$ cat src/rtl/tmts_pkg.sv
// Package for the train mode transition selector: mode codes, transition
// table and information table lookups. No dependencies.
package tmts_pkg;

  localparam int NumConditions = 78;
  localparam int NumInfoItems  = 53;
  localparam int NumModes      = 17;
  localparam int NumTrans      = 125;
  localparam int MaxConds      = 9;
  localparam int InfoRows      = 53;
  localparam logic [6:0] NoCond = 7'd78;
  localparam logic [3:0] NoPrio = 4'd10;

  typedef enum logic [4:0] {
    M_NP = 5'd0, M_SB = 5'd1, M_PS = 5'd2, M_SH = 5'd3, M_FS = 5'd4,
    M_LS = 5'd5, M_SR = 5'd6, M_OS = 5'd7, M_SL = 5'd8, M_NL = 5'd9,
    M_UN = 5'd10, M_TR = 5'd11, M_PT = 5'd12, M_SF = 5'd13, M_IS = 5'd14,
    M_SN = 5'd15, M_RV = 5'd16
  } mode_e;

  typedef struct packed {
    logic [4:0] src;
    logic [4:0] dst;
    logic [3:0] prio;
    logic [3:0] n;
    logic [MaxConds*7-1:0] c;
  } trans_t;

  function automatic logic [MaxConds*7-1:0] cl(input int a, input int b, input int c,
                                              input int d, input int e, input int f,
                                              input int g, input int h, input int i);
    cl = {7'(i), 7'(h), 7'(g), 7'(f), 7'(e), 7'(d), 7'(c), 7'(b), 7'(a)};
  endfunction

  function automatic trans_t tr(input mode_e s, input mode_e d, input int p, input int n,
                                input int a, input int b = 0, input int c = 0,
                                input int e = 0, input int f = 0, input int g = 0,
                                input int h = 0, input int i = 0, input int j = 0);
    tr.src = s;
    tr.dst = d;
    tr.prio = 4'(p);
    tr.n = 4'(n);
    tr.c = cl(a, b, c, e, f, g, h, i, j);
  endfunction

  function automatic trans_t trans_at(input int t);
    trans_t r;
    r = '0;
    case (t)
      0: r = tr(M_SB,M_SR,7,2,8,37); 1: r = tr(M_FS,M_SR,6,1,37);
      2: r = tr(M_LS,M_SR,6,1,37); 3: r = tr(M_OS,M_SR,6,1,37);
      4: r = tr(M_PT,M_SR,5,2,8,37); 5: r = tr(M_UN,M_SR,4,2,44,45);
      6: r = tr(M_SN,M_SR,4,2,44,45);
      7: r = tr(M_SB,M_FS,7,1,10); 8: r = tr(M_LS,M_FS,6,2,31,32);
      9: r = tr(M_SR,M_FS,6,2,31,32); 10: r = tr(M_OS,M_FS,6,2,31,32);
      11: r = tr(M_UN,M_FS,7,1,25); 12: r = tr(M_PT,M_FS,5,1,31);
      13: r = tr(M_SN,M_FS,7,1,25);
      14: r = tr(M_SB,M_TR,4,1,20); 15: r = tr(M_SH,M_TR,4,3,49,52,65);
      16: r = tr(M_FS,M_TR,4,9,12,16,17,18,20,41,65,66,69);
      17: r = tr(M_LS,M_TR,4,9,12,16,17,18,20,41,65,66,69);
      18: r = tr(M_SR,M_TR,4,7,18,20,36,42,43,54,65);
      19: r = tr(M_OS,M_TR,4,9,12,16,17,18,20,41,65,66,69);
      20: r = tr(M_UN,M_TR,5,3,20,39,67); 21: r = tr(M_SN,M_TR,5,5,20,35,38,39,67);
      22: r = tr(M_TR,M_PT,4,1,7);
      23: r = tr(M_SB,M_UN,7,1,60); 24: r = tr(M_FS,M_UN,6,1,21);
      25: r = tr(M_LS,M_UN,6,1,21); 26: r = tr(M_SR,M_UN,6,1,21);
      27: r = tr(M_OS,M_UN,6,1,21); 28: r = tr(M_TR,M_UN,4,1,62);
      29: r = tr(M_SN,M_UN,7,1,21);
      30: r = tr(M_SB,M_SH,7,3,5,6,50); 31: r = tr(M_PS,M_SH,4,1,23);
      32: r = tr(M_FS,M_SH,6,4,5,6,50,51); 33: r = tr(M_LS,M_SH,6,4,5,6,50,51);
      34: r = tr(M_SR,M_SH,6,3,5,6,51); 35: r = tr(M_OS,M_SH,6,4,5,6,50,51);
      36: r = tr(M_UN,M_SH,7,2,5,61); 37: r = tr(M_TR,M_SH,4,1,68);
      38: r = tr(M_PT,M_SH,5,3,5,6,50); 39: r = tr(M_SN,M_SH,7,2,5,61);
      40: r = tr(M_NP,M_SB,2,1,4); 41: r = tr(M_PS,M_SB,4,1,22);
      42: r = tr(M_SH,M_SB,5,3,19,27,30); 43: r = tr(M_FS,M_SB,5,1,28);
      44: r = tr(M_LS,M_SB,5,1,28); 45: r = tr(M_SR,M_SB,5,1,28);
      46: r = tr(M_OS,M_SB,5,1,28); 47: r = tr(M_SL,M_SB,3,2,2,3);
      48: r = tr(M_NL,M_SB,3,2,28,47); 49: r = tr(M_UN,M_SB,6,1,28);
      50: r = tr(M_PT,M_SB,4,1,28); 51: r = tr(M_SN,M_SB,6,1,28);
      52: r = tr(M_RV,M_SB,4,1,28);
      53: r = tr(M_SB,M_OS,7,1,15); 54: r = tr(M_FS,M_OS,6,2,15,40);
      55: r = tr(M_LS,M_OS,6,2,15,73); 56: r = tr(M_SR,M_OS,6,1,40);
      57: r = tr(M_UN,M_OS,7,1,34); 58: r = tr(M_PT,M_OS,5,1,15);
      59: r = tr(M_SN,M_OS,7,1,34);
      60: r = tr(M_SB,M_SL,5,1,14); 61: r = tr(M_PS,M_SL,4,1,14);
      62: r = tr(M_FS,M_UN,6,1,59); 63: r = tr(M_LS,M_UN,6,1,59);
      64: r = tr(M_OS,M_UN,6,1,59);
      65: r = tr(M_SB,M_SN,7,1,58); 66: r = tr(M_FS,M_SN,6,1,56);
      67: r = tr(M_LS,M_SN,6,1,56); 68: r = tr(M_SR,M_SN,6,1,56);
      69: r = tr(M_OS,M_SN,6,1,56); 70: r = tr(M_UN,M_SN,7,1,56);
      71: r = tr(M_TR,M_SN,4,1,63);
      72: r = tr(M_SB,M_LS,7,1,70); 73: r = tr(M_FS,M_LS,6,2,70,72);
      74: r = tr(M_SR,M_LS,6,1,72); 75: r = tr(M_OS,M_LS,6,2,70,74);
      76: r = tr(M_UN,M_LS,7,1,71); 77: r = tr(M_PT,M_LS,5,1,70);
      78: r = tr(M_SN,M_LS,7,1,71);
      79: r = tr(M_NP,M_IS,1,1,1); 80: r = tr(M_SB,M_IS,1,1,1);
      81: r = tr(M_PS,M_IS,1,1,1); 82: r = tr(M_SH,M_IS,1,1,1);
      83: r = tr(M_FS,M_IS,1,1,1); 84: r = tr(M_LS,M_IS,1,1,1);
      85: r = tr(M_SR,M_IS,1,1,1); 86: r = tr(M_OS,M_IS,1,1,1);
      87: r = tr(M_SL,M_IS,1,1,1); 88: r = tr(M_NL,M_IS,1,1,1);
      89: r = tr(M_UN,M_IS,1,1,1); 90: r = tr(M_TR,M_IS,1,1,1);
      91: r = tr(M_PT,M_IS,1,1,1); 92: r = tr(M_SF,M_IS,1,1,1);
      93: r = tr(M_SN,M_IS,1,1,1); 94: r = tr(M_RV,M_IS,1,1,1);
      95: r = tr(M_SB,M_NL,6,1,46); 96: r = tr(M_SH,M_NL,5,1,46);
      97: r = tr(M_FS,M_NL,6,1,46); 98: r = tr(M_LS,M_NL,6,1,46);
      99: r = tr(M_SR,M_NL,6,1,46); 100: r = tr(M_OS,M_NL,6,1,46);
      101: r = tr(M_IS,M_SB,1,1,75);
      102: r = tr(M_NP,M_SF,1,1,76); 103: r = tr(M_SB,M_SF,1,1,76);
      104: r = tr(M_PS,M_SF,1,1,76); 105: r = tr(M_SH,M_SF,1,1,76);
      106: r = tr(M_FS,M_SF,1,1,76); 107: r = tr(M_LS,M_SF,1,1,76);
      108: r = tr(M_SR,M_SF,1,1,76); 109: r = tr(M_OS,M_SF,1,1,76);
      110: r = tr(M_SL,M_SF,1,1,76); 111: r = tr(M_NL,M_SF,1,1,76);
      112: r = tr(M_UN,M_SF,1,1,76); 113: r = tr(M_TR,M_SF,1,1,76);
      114: r = tr(M_PT,M_SF,1,1,76); 115: r = tr(M_SF,M_SF,1,1,76);
      116: r = tr(M_SN,M_SF,1,1,76); 117: r = tr(M_RV,M_SF,1,1,76);
      118: r = tr(M_SF,M_SB,1,1,77);
      default: r = '0;
    endcase
    return r;
  endfunction

  // Row strings, column order NP SB PS SH FS LS SR OS SL NL UN TR PT SF IS SN RV.
  function automatic logic [NumModes*8-1:0] info_row(input int k);
    case (k)
      0: return "UUUUUUUUUUUUUNNUU"; 1: return "DUUUUUUUUUUUUNNUU";
      2, 3, 4, 5, 6, 11, 18, 19, 25, 26, 45, 46: return
        (k == 11) ? "DDUUUUDUDDDDUNNDD" : "DDDDUUDUDDDDUNNDD";
      7, 8: return "DDDDUUDUDDUUUNNUD"; 9: return "DXUYUUDUYZDUUNNDD";
      10: return "DDUUUUUUDUUUUNNUU"; 12, 13, 47: return "DUUUUUUUUUUUUNNUU";
      14: return "DDDDDDUDDDDDUNNDD"; 15: return "DDDDUUUUDDUUUNNDD";
      16, 32, 33: return "DDDDUUDUDDDUUNNDD"; 17: return "DDDDUUUUDDUUUNNDD";
      20: return "RRRRUUUURRUUUNNRU"; 21: return "RRRRUUUURRUUUNNUU";
      22, 23: return "DDDDUUUUDDUUUNNDU"; 24: return "DUDDUUUUDUUUUNNDD";
      27: return "DDDDUUDDDDDDUNNDD"; 28, 34, 36, 37, 40: return "TUUUUUUUUUUUUNNUU";
      29: return "RRRRUURURURUUNNRR"; 30: return "RRRRUURRRRRRRNNRR";
      31: return "RRRRUURURUUUUNNUR"; 35: return "DTUTUUUUUUUUUNNUU";
      38, 41: return "DTUUUUUUDUUUUNNUU"; 42, 43: return "DDDDUUDUDDDDUNNDU";
      44: return "DDDDDDUUDDDDUNNDD"; 52: return "DDDDDUDDDDUDUNNDD";
      default: return "UUUUUUUUUUUUUNNUU";
    endcase
  endfunction

  function automatic logic [7:0] info_code(input int k, input logic [4:0] m);
    logic [NumModes*8-1:0] row;
    row = info_row(k);
    return row[(NumModes - 1 - int'(m)) * 8 +: 8];
  endfunction

endpackage

$ cat src/rtl/tmts_select.sv
// Transition selection: picks the winning transition out of the current mode.
// Depends on tmts_pkg.
module tmts_select import tmts_pkg::*; #(
  parameter int NUM_CONDITIONS = NumConditions
) (
  input  logic [4:0]                cur_mode_i,
  input  logic [NUM_CONDITIONS-1:0] cond_i,
  output logic [4:0]                dst_o,
  output logic [6:0]                win_o
);
  logic [4:0] prev;
  always_comb begin
    logic [3:0] best;
    logic [6:0] low;
    logic [6:0] cc;
    trans_t t;
    prev = (cur_mode_i >= 5'(NumModes)) ? M_NP : cur_mode_i;
    best = NoPrio;
    dst_o = prev;
    win_o = NoCond;
    for (int i = 0; i < NumTrans; i++) begin
      t = trans_at(i);
      low = NoCond;
      for (int j = MaxConds - 1; j >= 0; j--) begin
        cc = t.c[j*7 +: 7];
        if (4'(j) < t.n && int'(cc) < NUM_CONDITIONS && cond_i[cc]) low = cc;
      end
      if (t.src == prev && t.prio < best && low != NoCond) begin
        best = t.prio;
        dst_o = t.dst;
        win_o = low;
      end
    end
  end
endmodule

$ cat src/rtl/tmts_info.sv
// Information table lookup: delete and invalidate masks for the entered mode.
// Depends on tmts_pkg.
module tmts_info import tmts_pkg::*; #(
  parameter int NUM_INFO_ITEMS = NumInfoItems
) (
  input  logic [4:0]                prev_i,
  input  logic [4:0]                dst_i,
  output logic [NUM_INFO_ITEMS-1:0] del_o,
  output logic [NUM_INFO_ITEMS-1:0] inv_o
);
  always_comb begin
    logic [7:0] c;
    del_o = '0;
    inv_o = '0;
    for (int k = 0; k < NUM_INFO_ITEMS; k++) begin
      if (k < InfoRows) begin
        c = info_code(k, dst_i);
        case (c)
          "D", "R": del_o[k] = 1'b1;
          "X":      del_o[k] = (prev_i != M_SH) && (prev_i != M_PS);
          "Y":      del_o[k] = (prev_i != M_PS);
          "Z":      del_o[k] = (prev_i != M_SH);
          "T":      inv_o[k] = 1'b1;
          default:  ;
        endcase
      end
    end
  end
endmodule

$ cat src/rtl/train_mode_transition_selector.sv
// Train mode transition selector top level: input register, selection and
// lookup logic, result register. Depends on tmts_pkg, tmts_select, tmts_info.
// Results pass through the input register, then the result register.
// Throughput: one item per cycle; a held result stalls input only when both
// registers are full.
// Reset: mode NP, no mission, both registers empty.
module train_mode_transition_selector import tmts_pkg::*; #(
  parameter int NUM_CONDITIONS = NumConditions,
  parameter int NUM_INFO_ITEMS = NumInfoItems
) (
  input  logic                      clk_i,
  input  logic                      rst_ni,
  input  logic                      valid_i,
  output logic                      ready_o,
  input  logic [63:0]               cond_flags_low_i,
  input  logic [13:0]               cond_flags_high_i,
  output logic                      valid_o,
  input  logic                      ready_i,
  output logic [4:0]                new_mode_o,
  output logic                      mode_changed_o,
  output logic [6:0]                winning_condition_o,
  output logic                      mission_done_o,
  output logic                      clear_override_o,
  output logic                      report_position_o,
  output logic                      left_power_up_o,
  output logic [NUM_INFO_ITEMS-1:0] delete_mask_o,
  output logic [NUM_INFO_ITEMS-1:0] invalidate_mask_o
);
  logic                      in_vld_q;
  logic [77:0]               in_q;
  logic [4:0]                mode_q, mode_d;
  logic                      mis_q, mis_d;
  logic [4:0]                dst, prev;
  logic [6:0]                win;
  logic [NUM_INFO_ITEMS-1:0] del, inv;
  logic [NUM_CONDITIONS-1:0] cond;
  logic                      go, out_free, chg, endm;

  assign out_free = !valid_o || ready_i;
  assign go       = in_vld_q && out_free;
  assign ready_o  = !in_vld_q || out_free;

  always_comb begin
    cond = '0;
    for (int i = 0; i < NUM_CONDITIONS; i++) if (i < 78) cond[i] = in_q[i];
  end

  assign prev = (mode_q >= 5'(NumModes)) ? M_NP : mode_q;

  tmts_select #(.NUM_CONDITIONS(NUM_CONDITIONS)) u_sel (
    .cur_mode_i(mode_q), .cond_i(cond), .dst_o(dst), .win_o(win)
  );
  tmts_info #(.NUM_INFO_ITEMS(NUM_INFO_ITEMS)) u_info (
    .prev_i(prev), .dst_i(dst), .del_o(del), .inv_o(inv)
  );

  assign chg = (dst != prev);
  always_comb begin
    endm = 1'b0;
    if (dst == M_SB && (prev == M_FS || prev == M_LS || prev == M_OS || prev == M_UN ||
        prev == M_NL || prev == M_SR || prev == M_PT || prev == M_RV || prev == M_SN))
      endm = 1'b1;
    if (dst == M_SH && (prev == M_FS || prev == M_LS || prev == M_OS || prev == M_SR ||
        prev == M_SN || prev == M_UN))
      endm = 1'b1;
    if (dst == M_SH && prev == M_PT && (mis_q || 1'b0)) endm = 1'b1;
    endm = endm && chg;
    mode_d = chg ? dst : mode_q;
    mis_d = mis_q;
    if (chg && (dst == M_FS || dst == M_LS || dst == M_SR || dst == M_OS ||
        dst == M_NL || dst == M_UN || dst == M_SN)) mis_d = 1'b1;
    if (endm) mis_d = 1'b0;
  end

  always_ff @(posedge clk_i or negedge rst_ni) begin
    if (!rst_ni) begin
      in_vld_q <= 1'b0;
      valid_o  <= 1'b0;
      mode_q   <= M_NP;
      mis_q    <= 1'b0;
    end else begin
      if (ready_o) in_vld_q <= valid_i;
      if (out_free) valid_o <= in_vld_q;
      if (go) begin
        mode_q <= mode_d;
        mis_q  <= mis_d;
      end
    end
  end

  always_ff @(posedge clk_i) begin
    if (ready_o && valid_i) in_q <= {cond_flags_high_i, cond_flags_low_i};
    if (go) begin
      new_mode_o          <= chg ? dst : prev;
      mode_changed_o      <= chg;
      winning_condition_o <= chg ? win : NoCond;
      mission_done_o      <= endm;
      clear_override_o    <= chg && (dst == M_TR || dst == M_LS || dst == M_OS ||
                                     dst == M_SH);
      report_position_o   <= chg && dst != M_NP && dst != M_PS &&
                             !(dst == M_SH && prev == M_PS);
      left_power_up_o     <= chg && prev == M_NP;
      delete_mask_o       <= chg ? del : '0;
      invalidate_mask_o   <= chg ? inv : '0;
    end
  end
endmodule

$ cat config.mk
export PLATFORM = sky130hd
export DESIGN_NAME = train_mode_transition_selector
export DESIGN_NICKNAME = d
export VERILOG_FILES = /design/src/rtl/tmts_pkg.sv /design/src/rtl/tmts_select.sv /design/src/rtl/tmts_info.sv /design/src/rtl/train_mode_transition_selector.sv
export SDC_FILE = /design/constraint.sdc
export NUM_CORES = 1
export LEC_CHECK = 0
export ABC_AREA = 1
export BUFFER_PORTS_ARGS = -buffer_cell sky130_fd_sc_hd__buf_2
export CELL_PAD_IN_SITES_DETAIL_PLACEMENT = 1
export CELL_PAD_IN_SITES_GLOBAL_PLACEMENT = 1
export CORE_ASPECT_RATIO = 0.6
export CORE_UTILIZATION = 37
export CTS_CLUSTER_SIZE = 10
export DETAILED_ROUTE_END_ITERATION = 10
export PLACE_DENSITY_LB_ADDON = 0.05
export SLEW_MARGIN = 5
export SYNTH_ARGS = -nofsm -noshare
export SYNTH_HDL_FRONTEND = slang
export SYNTH_SLANG_ARGS = --single-unit
$ cat constraint.sdc
create_clock -name clk_i -period 9.25 [get_ports clk_i]
set_input_delay 0.4625 -clock clk_i [delete_from_list [all_inputs] [get_ports clk_i]]
set_output_delay 0.4625 -clock clk_i [all_outputs]
set_load 0.01 [all_outputs]
==> results_dict.tcl <==
set metrics [dict create \
    violations "setup timing" \
    reg2regPathDepth 84 \
    synth_mux_area_frac 0 \
    endpoint_kind "register" \
    diodes 0 \
    grt_overflow 0 \
    vias 11852 \
    ys_seq_area_frac 0.394 \
    grt_util_all_layers 0.305 \
    post-route-drc-count 0 \
    cts_tree "done" \
    port_buffers 193 \
    synth-simple-area-share 0.335 \
    area_growth_pct 51.7 \
    yosys.area_share.adder 0.00600 \
    place_area_sq_mm 0.0139 \
    finalSetupViolations 48 \
    syn-instance-count 1355 \
    dr.first_iter.drc_count 971 \
    reg2reg_from "mode_q[4]$_DFFE_PN0P_" \
    synth_top_family_by_area "simple AND/OR/NAND/NOR gates" \
    crit_type "register to register" \
    slowest_delay_ns 0.41 \
    synth_edf_count 130 \
    crit_path_start_kind "register" \
    worst_pin_slew_ns 0.957 \
    die-area_sq_mm 0.0289 \
    min_period_ns 11.13 \
    start_util 0.377 \
    synth-seq-cells 138 \
    synthFlopType "edfxtp_1" \
    cts_max_path_buffers 2 \
    drt_wl_total_mm 46.7 \
    yosysWarningCount 0 \
    clkSlewWorstSetupHoldPaths_ns 0.08 \
    drtAntennaViolNets 0 \
    grt_pass1_wl_mm 66.3 \
    reg2reg_slack_ns -1.88 \
    rsz0062_at_grt "true" \
    crit_arrival_ns 11.35 \
    crit_required_ns 9.46 \
    core_area_sq_mm 0.0276 \
    die-height_um 132 \
    first_pass_iters 5 \
    wire_per_inst_um 20.6 \
    clk_latency_ns 0.47 \
    cts_sinks 138 \
    grt_pass1_vias 11557 \
    syn_area_per_cell_sq_um 7.70 \
    synth_area_sq_mm 0.0104 \
    ios 207 \
    grt_start_max_net_pins 66 \
    root_buffer "clkbuf_16" \
    synthDistinctLibCells 69 \
    post-route-period-util 1.20 \
    layout.nets 1974 \
    final_cell_area_sq_mm 0.0158 \
    yosys.area_share.xor_xnor 0.00336 \
    synth_compound_area_frac 0.127 \
    fmax_mhz 89.8 \
    crit_slowest_cell "dfrtp_2" \
    num_rows 47 \
    routed_via_density 5.23 \
    skew_ns 0.0141 \
    slew_headroom 0.362 \
    path_max_fanout 6 \
    synthArstFlopShare 0.0580 \
    yosys-top-cells-area "edfxtp_1, nand2_1, inv_1, nor2_1, buf_4" \
    synth_top_area_frac 0.374 \
    r2r_end "delete_mask_o[29]$_SDFFCE_PP0P_" \
    die_w_um 219 \
    crit_top_cell "nor2_4" \
    yosysMostFrequentCell "nand2_1" \
    outcome "finished, violations left" \
    htreeDepth 4 \
    hold_viol 0 \
    holdCritPathClass "primary input to register" \
    maxSlewViolCount 0 \
    drv_cap 0 \
    antenna_found_initial 1 \
    setup.worst_path.end "delete_mask_o[29]$_SDFFCE_PP0P_" \
    synth_area_leader_cell "edfxtp_1" \
    crit_start "mode_q[4]$_DFFE_PN0P_" \
    gp_congestion 0.948 \
    fin_ws_ns -1.88 \
    dp_hpwl_mm 34.2 \
    yosys-top-cells-count "nand2_1, inv_1, nor2_1, edfxtp_1, nand3_1" \
    cts_buffers 17 \
    drive_gt1_frac 0.459 \
]
[timing repair]
item | CTS | global route
hold endpoints to repair | 8 | 0
setup buffers | 25 | 40
setup endpoints to repair | 48 | 48
cloned | 1 | 1
pin swaps | 23 | 78
gates resized for setup | 38 | 140
hold buffers | 1 | 0
[critical path, delay by kind of cell, from the launching register on]
kind            cells  cell delay [ns]
simple gates       64             7.49
compound gates     10             1.44
buf+inv             9             1.23
flops               1             0.41
fa+ha+maj           1             0.29
[worst min-delay path by stage]
stage | cells after the start | end | slack, ns | start
floorplan | 0 | in_vld_q$_DFFE_PN0N_ | 0.17 | rst_ni
global placement | 1 | in_vld_q$_DFFE_PN0N_ | 0.32 | rst_ni
detailed placement | 1 | in_vld_q$_DFFE_PN0N_ | 0.31 | rst_ni
CTS | 1 | cond[51]$_DFFE_PP_ | 0.15 | cond_flags_low_i[51]
global route | 1 | cond[54]$_DFFE_PP_ | 0.16 | cond_flags_low_i[54]
finish | 1 | cond[51]$_DFFE_PP_ | 0.16 | cond_flags_low_i[51]
[through the flow]
| stage | setup TNS (ns) | cells | hold slack (ns) | worst slack, ns | util |
|---|---|---|---|---|---|
| 2_1_floorplan | -2.90 | 1377 | 0.167 | -0.191 | - |
| 3_3_place_gp | -35.84 | 2167 | 0.316 | -1.04 | 0.502 |
| 3_5_place_dp | -57.37 | 2167 | 0.313 | -1.54 | 0.502 |
| 4_1_cts | -50.42 | 2226 | 0.148 | -1.28 | 0.540 |
| 5_1_grt | -105.53 | 2267 | 0.155 | -2.53 | 0.572 |
| 6_report | -76.36 | 2267 | 0.165 | -1.88 | 0.572 |
[state kept, by name, indices dropped and copies added, names as in the netlist, 5 cells and up]
signal / cells
invalidate_mask_o: 24
cond: 65
mode_q: 5
winning_condition_o: 7
delete_mask_o: 24
new_mode_o: 5
[logic make-up (layout without fill, tap and decap cells)]
| family | Yosys count | after routing |
|---|---|---|
| compound gates | 206 | 206 |
| xor+xnor | 4 | 4 |
| fa+ha+maj | 5 | 5 |
| buf+inv | 295 | 818 |
| flops | 138 | 138 |
| other cells | 1 | 23 |
| simple gates | 706 | 706 |
[layout by cell type (no fill, tap or decap), types with 6 or more instances in the layout]
| cell | n |
|---|---|
| nor2_2 | 40 |
| nor2_4 | 32 |
| nand2_1 | 179 |
| nand2_2 | 45 |
| conb_1 | 23 |
| inv_6 | 6 |
| clkbuf_16 | 18 |
| o31ai_1 | 9 |
| inv_2 | 30 |
| o211ai_1 | 9 |
| nand4_1 | 42 |
| nor4_1 | 8 |
| buf_6 | 14 |
| o2111ai_1 | 8 |
| nor3_1 | 25 |
| nand2_4 | 21 |
| o21ai_0 | 57 |
| inv_8 | 6 |
| nand3_2 | 28 |
| nand3_4 | 18 |
| inv_1 | 183 |
| edfxtp_1 | 130 |
| buf_4 | 347 |
| nand3_1 | 66 |
| buf_2 | 193 |
| nor3_2 | 6 |
| a21oi_1 | 47 |
| o41ai_1 | 7 |
| a21oi_2 | 11 |
| nor2_1 | 172 |
| o21ai_1 | 7 |
[layer usage]
| metal | vias up | part of all wire | GRT usage |
|---|---|---|---|
| li1 | 5600 | - | - |
| met1 | 5849 | 0.49 | 0.470 |
| met2 | 367 | 0.43 | 0.430 |
| met3 | 34 | 0.068 | 0.0660 |
| met4 | 2 | 0.0098 | 0.0640 |
| met5 | - | 0.00028 | 0 |
[final cells by class]
class | instances | area, sq um
fillers | 3443 | 11800
clock inverters | 15 | 216
inverters | 223 | 861
repair inverters | 1 | 7.51
repair buffers | 562 | 3880
well taps | 367 | 459
multi-input cells | 944 | 5870
flip-flops and latches | 138 | 4110
clock buffers | 17 | 425
Power is not shown: default switching activity piles up to over one toggle a cycle in this logic, so the estimate is an artifact.
